$ cat src/hw/rtl/base64_stream_encoder_core_assert.svh
// Assertion macros shared by the Base64 stream encoder RTL.
// Depends on nothing; included by the modules that carry assertions.
`ifndef BASE64_STREAM_ENCODER_CORE_ASSERT_SVH
`define BASE64_STREAM_ENCODER_CORE_ASSERT_SVH

// Same-cycle implication, disabled while reset is asserted.
`define B64E_ASSERT_NOW(lbl, clk, rstn, ante, cons) \
    lbl: assert property (@(posedge clk) disable iff (!(rstn)) (ante) |-> (cons)) \
        else $error("b64e assertion failed");

// Next-cycle implication, disabled while reset is asserted.
`define B64E_ASSERT_NEXT(lbl, clk, rstn, ante, cons) \
    lbl: assert property (@(posedge clk) disable iff (!(rstn)) (ante) |=> (cons)) \
        else $error("b64e assertion failed");

`endif

$ cat src/hw/rtl/b64e_pkg.sv
// Shared types, constants and the sextet-to-ASCII mapping for the Base64 encoder.
// Depends on nothing; used by every module of the encoder.
package b64e_pkg;

    // Default depth of the job queue between front and back.
    localparam int QUEUE_DEPTH = 2;

    // Byte used to complete a short group at the end of a message.
    localparam logic [7:0] FILL_BYTE = 8'h80;

    // Alphabet offsets and the two punctuation characters.
    localparam logic [6:0] OFS_UPPER = 7'd65;
    localparam logic [6:0] OFS_LOWER = 7'd71;
    localparam logic [6:0] OFS_DIGIT = 7'd4;
    localparam logic [6:0] CHAR_PLUS = 7'h2B;
    localparam logic [6:0] CHAR_SLASH = 7'h2F;

    typedef logic [5:0] t_sextet;

    // Position of the next byte within its three-byte group.
    typedef enum logic [1:0] {
        PH_BYTE0 = 2'd0,
        PH_BYTE1 = 2'd1,
        PH_BYTE2 = 2'd2
    } t_phase;

    // One accepted byte turned into one to four characters.
    typedef struct packed {
        t_sextet [3:0] sextet;  // sextet[0] is emitted first
        logic [1:0]    cnt_m1;  // number of characters minus one
        logic          last;    // final character closes the message
    } t_job;

    // Maps a six-bit value onto the Base64 alphabet.
    function automatic logic [6:0] sextet_to_ascii(input t_sextet v);
        logic [6:0] w;
        w = {1'b0, v};
        if (v <= 6'd25) begin
            return w + OFS_UPPER;
        end else if (v <= 6'd51) begin
            return w + OFS_LOWER;
        end else if (v <= 6'd61) begin
            return w - OFS_DIGIT;
        end else if (v == 6'd62) begin
            return CHAR_PLUS;
        end else begin
            return CHAR_SLASH;
        end
    endfunction

endpackage

$ cat src/hw/rtl/base64_stream_encoder_core.sv
// Path: a byte's job is queued, then its first character is loaded into the output register.
// Throughput: one character word per cycle from the serialiser while the receiver is ready;
// a byte gives one or two characters mid-group and up to four at the end of a message.
// The character serialiser sets the rate; the job queue lets input bytes arrive meanwhile.
// Reset: synchronous, active low; clears group phase, leftover bits, queue and output valid.
module base64_stream_encoder_core #(
    parameter int P_QUEUE_DEPTH = b64e_pkg::QUEUE_DEPTH
) (
    input  logic       i_clk,
    input  logic       i_rst_n,
    input  logic       i_s_tvalid,
    output logic       o_s_tready,
    input  logic [7:0] i_s_tdata,   // [7:0] data_byte
    input  logic       i_s_tlast,   // end_of_message
    output logic       o_m_tvalid,
    input  logic       i_m_tready,
    output logic [7:0] o_m_tdata,   // [6:0] ascii_char, [7] zero fill
    output logic       o_m_tlast    // last_char
);

    b64e_pkg::t_job push_job, head_job;
    logic           push, pop, full, empty;

    // Byte classification and group tracking.
    b64e_front u_front (
        .i_clk    (i_clk),
        .i_rst_n  (i_rst_n),
        .i_tvalid (i_s_tvalid),
        .o_tready (o_s_tready),
        .i_tdata  (i_s_tdata),
        .i_tlast  (i_s_tlast),
        .i_full   (full),
        .o_push   (push),
        .o_job    (push_job)
    );

    // Job queue.
    b64e_queue #(
        .P_DEPTH (P_QUEUE_DEPTH)
    ) u_queue (
        .i_clk   (i_clk),
        .i_rst_n (i_rst_n),
        .i_push  (push),
        .i_job   (push_job),
        .i_pop   (pop),
        .o_full  (full),
        .o_empty (empty),
        .o_head  (head_job)
    );

    // Character serialiser.
    b64e_back u_back (
        .i_clk    (i_clk),
        .i_rst_n  (i_rst_n),
        .i_empty  (empty),
        .i_head   (head_job),
        .o_pop    (pop),
        .o_tvalid (o_m_tvalid),
        .i_tready (i_m_tready),
        .o_tdata  (o_m_tdata),
        .o_tlast  (o_m_tlast)
    );

endmodule

$ cat src/hw/rtl/b64e_front.sv
// Front end: accepts input words, tracks group phase and leftover bits, and
// builds a character job per byte. Depends on b64e_pkg.
module b64e_front (
    input  logic            i_clk,
    input  logic            i_rst_n,
    input  logic            i_tvalid,
    output logic            o_tready,
    input  logic [7:0]      i_tdata,   // [7:0] data_byte
    input  logic            i_tlast,   // end_of_message
    input  logic            i_full,
    output logic            o_push,
    output b64e_pkg::t_job  o_job
);

    b64e_pkg::t_phase r_phase, n_phase;
    logic [3:0]       r_left, n_left;
    logic             accept;
    logic [7:0]       fill;

    assign fill     = b64e_pkg::FILL_BYTE;
    assign o_tready = !i_full;
    assign accept   = i_tvalid && !i_full;
    assign o_push   = accept;

    // Job built from the current byte, the phase and the leftover bits.
    always_comb begin
        o_job        = '0;
        o_job.last   = i_tlast;
        unique case (r_phase)
            b64e_pkg::PH_BYTE1: begin
                o_job.sextet[0] = {r_left[1:0], i_tdata[7:4]};
                o_job.sextet[1] = {i_tdata[3:0], fill[7:6]};
                o_job.sextet[2] = fill[5:0];
                o_job.cnt_m1    = i_tlast ? 2'd2 : 2'd0;
            end
            b64e_pkg::PH_BYTE2: begin
                o_job.sextet[0] = {r_left, i_tdata[7:6]};
                o_job.sextet[1] = i_tdata[5:0];
                o_job.cnt_m1    = 2'd1;
            end
            default: begin
                o_job.sextet[0] = i_tdata[7:2];
                o_job.sextet[1] = {i_tdata[1:0], fill[7:4]};
                o_job.sextet[2] = {fill[3:0], fill[7:6]};
                o_job.sextet[3] = fill[5:0];
                o_job.cnt_m1    = i_tlast ? 2'd3 : 2'd0;
            end
        endcase
    end

    // Next phase and leftover bits; the end of a message starts a fresh group.
    always_comb begin
        n_phase = r_phase;
        n_left  = r_left;
        if (accept) begin
            unique case (r_phase)
                b64e_pkg::PH_BYTE1: begin
                    n_phase = b64e_pkg::PH_BYTE2;
                    n_left  = i_tdata[3:0];
                end
                b64e_pkg::PH_BYTE2: begin
                    n_phase = b64e_pkg::PH_BYTE0;
                    n_left  = 4'd0;
                end
                default: begin
                    n_phase = b64e_pkg::PH_BYTE1;
                    n_left  = {2'b00, i_tdata[1:0]};
                end
            endcase
            if (i_tlast) begin
                n_phase = b64e_pkg::PH_BYTE0;
                n_left  = 4'd0;
            end
        end
    end

    // Group state.
    always_ff @(posedge i_clk) begin
        if (!i_rst_n) begin
            r_phase <= b64e_pkg::PH_BYTE0;
            r_left  <= 4'd0;
        end else begin
            r_phase <= n_phase;
            r_left  <= n_left;
        end
    end

endmodule

$ cat src/hw/rtl/b64e_queue.sv
// Short job queue between the front end and the character serialiser.
// Depends on b64e_pkg and the assertion macro header.
`include "base64_stream_encoder_core_assert.svh"

module b64e_queue #(
    parameter int P_DEPTH = b64e_pkg::QUEUE_DEPTH
) (
    input  logic            i_clk,
    input  logic            i_rst_n,
    input  logic            i_push,
    input  b64e_pkg::t_job  i_job,
    input  logic            i_pop,
    output logic            o_full,
    output logic            o_empty,
    output b64e_pkg::t_job  o_head
);

    localparam int PTR_W = (P_DEPTH > 1) ? $clog2(P_DEPTH) : 1;
    localparam int CNT_W = $clog2(P_DEPTH + 1);
    localparam logic [PTR_W-1:0] LAST_PTR = PTR_W'(P_DEPTH - 1);
    localparam logic [CNT_W-1:0] FULL_CNT = CNT_W'(P_DEPTH);

    b64e_pkg::t_job    r_slot [P_DEPTH];
    logic [PTR_W-1:0]  r_wr_ptr, r_rd_ptr;
    logic [CNT_W-1:0]  r_count;

    assign o_full  = (r_count == FULL_CNT);
    assign o_empty = (r_count == '0);
    assign o_head  = r_slot[r_rd_ptr];

    // Slot storage.
    always_ff @(posedge i_clk) begin
        if (i_push) begin
            r_slot[r_wr_ptr] <= i_job;
        end
    end

    // Pointers and fill count.
    always_ff @(posedge i_clk) begin
        if (!i_rst_n) begin
            r_wr_ptr <= '0;
            r_rd_ptr <= '0;
            r_count  <= '0;
        end else begin
            if (i_push) begin
                r_wr_ptr <= (r_wr_ptr == LAST_PTR) ? '0 : r_wr_ptr + 1'b1;
            end
            if (i_pop) begin
                r_rd_ptr <= (r_rd_ptr == LAST_PTR) ? '0 : r_rd_ptr + 1'b1;
            end
            if (i_push && !i_pop) begin
                r_count <= r_count + 1'b1;
            end else if (i_pop && !i_push) begin
                r_count <= r_count - 1'b1;
            end
        end
    end

    `B64E_ASSERT_NOW(a_no_push_full, i_clk, i_rst_n, o_full, !i_push)
    `B64E_ASSERT_NOW(a_no_pop_empty, i_clk, i_rst_n, o_empty, !i_pop)
    `B64E_ASSERT_NOW(a_count_bound, i_clk, i_rst_n, 1'b1, r_count <= FULL_CNT)

endmodule

$ cat src/hw/rtl/b64e_back.sv
// Back end: serialises each job through an output register, one character word
// per cycle while the receiver is ready. Depends on b64e_pkg and the macro header.
`include "base64_stream_encoder_core_assert.svh"

module b64e_back (
    input  logic            i_clk,
    input  logic            i_rst_n,
    input  logic            i_empty,
    input  b64e_pkg::t_job  i_head,
    output logic            o_pop,
    output logic            o_tvalid,
    input  logic            i_tready,
    output logic [7:0]      o_tdata,   // [6:0] ascii_char, [7] zero
    output logic            o_tlast    // last_char
);

    logic [1:0] r_idx, n_idx;
    logic       r_valid;
    logic [6:0] r_char;
    logic       r_last;
    logic       load;
    logic       final_char;

    // A new character enters the output register when it is free or draining.
    assign load       = !i_empty && (!r_valid || i_tready);
    assign final_char = (r_idx == i_head.cnt_m1);
    assign o_pop      = load && final_char;

    always_comb begin
        n_idx = r_idx;
        if (load) begin
            n_idx = final_char ? 2'd0 : r_idx + 2'd1;
        end
    end

    // Control state of the serialiser and the output register.
    always_ff @(posedge i_clk) begin
        if (!i_rst_n) begin
            r_idx   <= 2'd0;
            r_valid <= 1'b0;
        end else begin
            r_idx <= n_idx;
            if (load) begin
                r_valid <= 1'b1;
            end else if (i_tready) begin
                r_valid <= 1'b0;
            end
        end
    end

    // Output word payload.
    always_ff @(posedge i_clk) begin
        if (load) begin
            r_char <= b64e_pkg::sextet_to_ascii(i_head.sextet[r_idx]);
            r_last <= i_head.last && final_char;
        end
    end

    assign o_tvalid = r_valid;
    assign o_tdata  = {1'b0, r_char};
    assign o_tlast  = r_last;

    `B64E_ASSERT_NOW(a_idx_in_job, i_clk, i_rst_n, !i_empty, r_idx <= i_head.cnt_m1)
    `B64E_ASSERT_NEXT(a_pop_restarts, i_clk, i_rst_n, o_pop, r_idx == 2'd0)
    `B64E_ASSERT_NEXT(a_hold_stable, i_clk, i_rst_n, o_tvalid && !i_tready, o_tvalid && $stable(o_tdata))

endmodule

$ cat config.mk
export PLATFORM = sky130hd
export DESIGN_NAME = base64_stream_encoder_core
export DESIGN_NICKNAME = d
export VERILOG_FILES = /design/src/hw/rtl/b64e_pkg.sv /design/src/hw/rtl/base64_stream_encoder_core.sv /design/src/hw/rtl/b64e_front.sv /design/src/hw/rtl/b64e_queue.sv /design/src/hw/rtl/b64e_back.sv
export VERILOG_INCLUDE_DIRS = /design/src /design/src/hw/rtl
export SDC_FILE = /design/constraint.sdc
export NUM_CORES = 1
export LEC_CHECK = 0
export BUFFER_PORTS_ARGS = -buffer_cell sky130_fd_sc_hd__buf_2
export CAP_MARGIN = 20
export CORE_MARGIN = 2
export CORE_UTILIZATION = 53
export CTS_CLUSTER_SIZE = 25
export DETAILED_ROUTE_END_ITERATION = 8
export PLACE_DENSITY = 0.79
export SLEW_MARGIN = 20
export SYNTH_ARGS = -nofsm -noshare
export SYNTH_HDL_FRONTEND = slang
export SYNTH_SLANG_ARGS = --single-unit
$ cat constraint.sdc
create_clock -name i_clk -period 2.56 [get_ports i_clk]
set_input_delay 0.512 -clock i_clk [delete_from_list [all_inputs] [get_ports i_clk]]
set_output_delay 0.512 -clock i_clk [all_outputs]
set_load 0.02 [all_outputs]
==> results.md <==
- The flow ran to the end, and the final reports show no timing, DRC or antenna violations.
- The final net count is 316.
- For this design the top-level I/O count stands at 24.
- Of the total power, the share spent switching nets is 38.9%.
- The maximum single-stage delay on the critical path is 0.55 ns.
- After detailed routing, the number of remaining DRC violations is 0.
- Yosys instantiated no cell more often than sky130_fd_sc_hd__edfxtp_1.
- The Yosys step of the flow raised 0 warnings.
- The synthesized flop and latch total is 54.
- In this run the horizontal extent of the chip is 76.8 um.
- Dividing the detail-routed via count by the number of cells gives 5.54.
- For the pin with the worst max-slew slack, the measured transition is 0.648 ns.
- The starting utilization of the core area is 54.9%.
- The average instance in the mapped netlist occupies 11.9 um^2.
- The proportion of register bits with asynchronous set or reset after synthesis is 0%.
- The initial antenna violation count came to 0.
- Data on the critical path is required at its endpoint by 2.60 ns.
- The via count of the first global-routing pass was 1846.
- The synthesized design spends more area on one cell type than any other, namely sky130_fd_sc_hd__edfxtp_1.
- The fraction of final layout cells with drive strength greater than 1 is 36.9%.
- The number of levels in the clock H-tree is 2.
- The largest buffer count on any clock path is 2.
- The final critical delay including setup and external delays is 2.52 ns.
- The number of diodes added for antenna fixing is 0.
- VDD sags by at most 0.000625 V.
- Detailed routing inserted a total of 1994 vias.
- Of the total power, combinational logic draws 60.9%.
- The total setup violations reported at the end of the flow is 0.
- The root buffer selected by CTS is sky130_fd_sc_hd__clkbuf_8.
- The share of the clock period used by the worst path after layout is 98.4%.
- The global-route congestion overflow total is 0.
- For the final database, setup skew stands at 0.00710 ns.
- The signal on the critical path passes through mux4_2 > nand2b_4 > buf_4 > ha_2 > nor2b_4 > o21ai_2 > o21ai_4 > buf_6 > a311oi_2 > o22ai_2.
- The tightest min-delay check is of the in2reg type.
- Among cell families on the critical path, the largest total delay comes from compound AO/OA/AOI/OAI gates.
- The clock-pin slew on the worst setup and hold paths is 0.09 ns.
- The TritonCTS clock tree is done.
- In the post-synthesis netlist, the biggest area contributors are sky130_fd_sc_hd__edfxtp_1 43%, sky130_fd_sc_hd__dfxtp_1 10%, sky130_fd_sc_hd__ha_1 6.2%, sky130_fd_sc_hd__mux2i_1 4.3%, sky130_fd_sc_hd__a22oi_1 3.5%.
- Across the run, the number of max-cap violations was 0.
- Clock tree synthesis found a total of 54 sinks.
- The number of hold-slack violations in the final timing report is 0.
- The area of the core is 5110 um^2.
- The upper clock frequency limit is 397 MHz.
- The count of flip-flops with a built-in enable after synthesis is 40.
- The routed wire length is 5560 um.
- The kind of critical path is reg2reg.
- Among all flip-flop cells after synthesis, the most frequent one is sky130_fd_sc_hd__edfxtp_1.
- STA classifies the critical path endpoint as a register.
- The congestion estimate from routability-driven global placement came to 0.897.
- The placed cell count is 343.
- The switching power total is 1870 uW.
- After synthesis the cells add up to 2810 um^2.
- The number of buffers and inverters on the critical path is 2.
- The share of power burned in the clock network is 11.5%.
- The pin count of the biggest net entering global routing is 26.
- The distinct cell type count after synthesis is 56.
- Hold repair after CTS inserted 0 buffers.
- The cell count after synthesis is 236.
- The later pin in the worst-skew pair is clocked with a latency of 0.30 ns.
- The max-slew violation total from the final report is 0.
- The number of DRC markers in iteration 0 is 113.
- The iteration count of the initial detailed-routing pass is 4.
- The register share of total power is 27.6%.
- The global-route wire length before repair is 8290 um.
- In this run the biggest area consumer among cell types represents 42.8% of the synthesized area.
- The floorplan step set the die height to 76.8 um.
- After synthesis, the most frequently instantiated cells are 40 x sky130_fd_sc_hd__edfxtp_1, 15 x sky130_fd_sc_hd__nand2_1, 14 x sky130_fd_sc_hd__dfxtp_1, 14 x sky130_fd_sc_hd__ha_1, 14 x sky130_fd_sc_hd__nor2b_1.
- Among all stages on the critical path, the largest delay is contributed by sky130_fd_sc_hd__mux4_2.
- The worst slack after detailed placement is -0.105 ns.
- Detailed placement ended at an HPWL of 3740 um.
- STA classifies the critical path startpoint as a register.
- The highest fanout seen on the critical path is 8.
- The net count after synthesis is 263.
- Dividing the detail-routed wire length by the instance count gives 15.4 um.
- The cell-internal power is 2940 uW.
- In this run the static leakage power is 0.00130 uW.
- The count of nets left with antenna violations once routing finished came out at 0.
- The area overhead of the layout relative to synthesis is 25.7%.
- The worst-case setup margin in the final layout is 0.0403 ns.
- Global routing consumed, over all layers together, 17.8% of the routing resources.
- The number of clock buffers inserted by TritonCTS is 5.
- Input and output buffers added on the ports amount to 22.
- The normalized max-slew margin is 56.8%.
- Row generation in the floorplan step produced 26 rows.
- The count of cells in the finished layout, fillers not included, comes to 360.
- The die footprint is 5890 um^2.
- The worst hold-check slack is 0.495 ns.
- For the worst setup path, the data arrival time is 2.56 ns.
- The power per cell area is 1360 nW/um^2.
- Of the synthesized area, sequential elements account for 52.8%.
-- metrics by stage --
| stage | util (%) | TNS, ns | area [um^2] | power, uW |
|---|---|---|---|---|
| after floorplan | - | 0 | 2820 | 2830 |
| after global placement | 62.1 | 0 | 3170 | 3520 |
| after detailed placement | 62.1 | -0.259 | 3170 | 3550 |
| after CTS | 64.5 | 0 | 3290 | 4150 |
| after global routing | 69.1 | -0.0901 | 3530 | 5090 |
| final | 69.1 | 0 | 3530 | 4800 |
-- layout by cell type, fill, tap and decap left out, drive strengths merged, types with 6 or more instances in the layout --
master | netlist | layout
mux2i | 12 | 12
ha | 14 | 14
nor2 | 13 | 13
inv | 11 | 11
dfxtp | 14 | 14
a22oi | 13 | 13
nand2 | 16 | 16
o21ai | 12 | 12
clkbuf | 6 | 6
a21oi | 10 | 10
edfxtp | 40 | 40
buf | 5 | 57
nor2b | 14 | 14
-- metal layers --
layer,share of wire [%],global-route usage (%),wire length (um),up-vias
li1,-,-,-,975
met1,41,21.4,2280,946
met2,53,30.7,2940,65
met3,4.4,4.00,243,8
met4,1.6,7.27,90,0
met5,0,0,0,-
-- worst reg2reg max path, cell delays in order (launching register included) --
cell and delay (ns):
sky130_fd_sc_hd__dfxtp_4 0.42, sky130_fd_sc_hd__mux4_2 0.55, sky130_fd_sc_hd__nand2b_4 0.10, sky130_fd_sc_hd__buf_4 0.12, sky130_fd_sc_hd__ha_2 0.18, sky130_fd_sc_hd__nor2b_4 0.05, sky130_fd_sc_hd__o21ai_2 0.15, sky130_fd_sc_hd__o21ai_4 0.12
sky130_fd_sc_hd__buf_6 0.16, sky130_fd_sc_hd__a311oi_2 0.30, sky130_fd_sc_hd__o22ai_2 0.11
-- repair_timing --
item                                    4_1_cts  5_1_grt
pin swaps                                     1       11
endpoints found under the hold margin         0        0
endpoints found under the setup margin        4        5
buffers inserted                              1        8
gates resized for setup                       2       35
-- cells by family (layout without fill, tap and decap cells) --
family / after synthesis / after routing / synth area share, %
and+or+nand+nor: 68 / 68 / 13.6
AOI/OAI and AO/OA: 55 / 55 / 14.4
DFF: 54 / 54 / 52.8
buffers and inverters: 22 / 76 / 3.48
muxes: 17 / 17 / 7.76
adders and majority gates: 14 / 14 / 6.24
xor gates and xnor gates: 5 / 5 / 1.56
other: 1 / 1 / 0.134
-- path summary, 6_finish.rpt --
check	start	end	slack (ns)	depth (start not counted)
worst min-delay path	i_s_tlast	u_queue.r_slot[1][0]	0.49	1
worst min register to register	u_front.r_left[2]	u_front.r_left[2]	0.54	2
worst max-delay path	register	u_back.r_char[3]	0.04	10
worst max register to register	register	u_back.r_char[3]	0.04	10
-- power groups by stage --
stage	Clock (uW)	Combinational, uW	Sequential, uW
2_1_floorplan	0	1430	1410
3_3_place_gp	0	2190	1330
3_5_place_dp	0	2210	1340
4_1_cts	568	2260	1320
5_1_grt	599	3140	1350
6_report	555	2920	1330
-- sequential cells by signal, summed over array words and instances, names as in the netlist, named ones only --
| register | flops |
|---|---|
| u_back.r_idx | 2 |
| u_queue.r_wr_ptr | 1 |
| u_queue.r_rd_ptr | 1 |
| u_queue.r_slot | 32 |
| u_back.o_tvalid | 1 |
| u_queue.r_count | 2 |
| u_front.r_left | 4 |
| u_front.r_phase | 2 |
| u_back.r_char | 7 |
| u_back.o_tlast | 1 |
-- area by class of cell --
class / instances / area [um^2]
clock buffer: 6 / 72.6
sequential: 54 / 1490
tap: 70 / 87.6
clock inverter: 2 / 37.5
fill: 366 / 1580
multi-input combinational: 160 / 1400
timing repair buffer: 57 / 400
inverter: 11 / 41.3
Power figures use the tool's default switching activity.
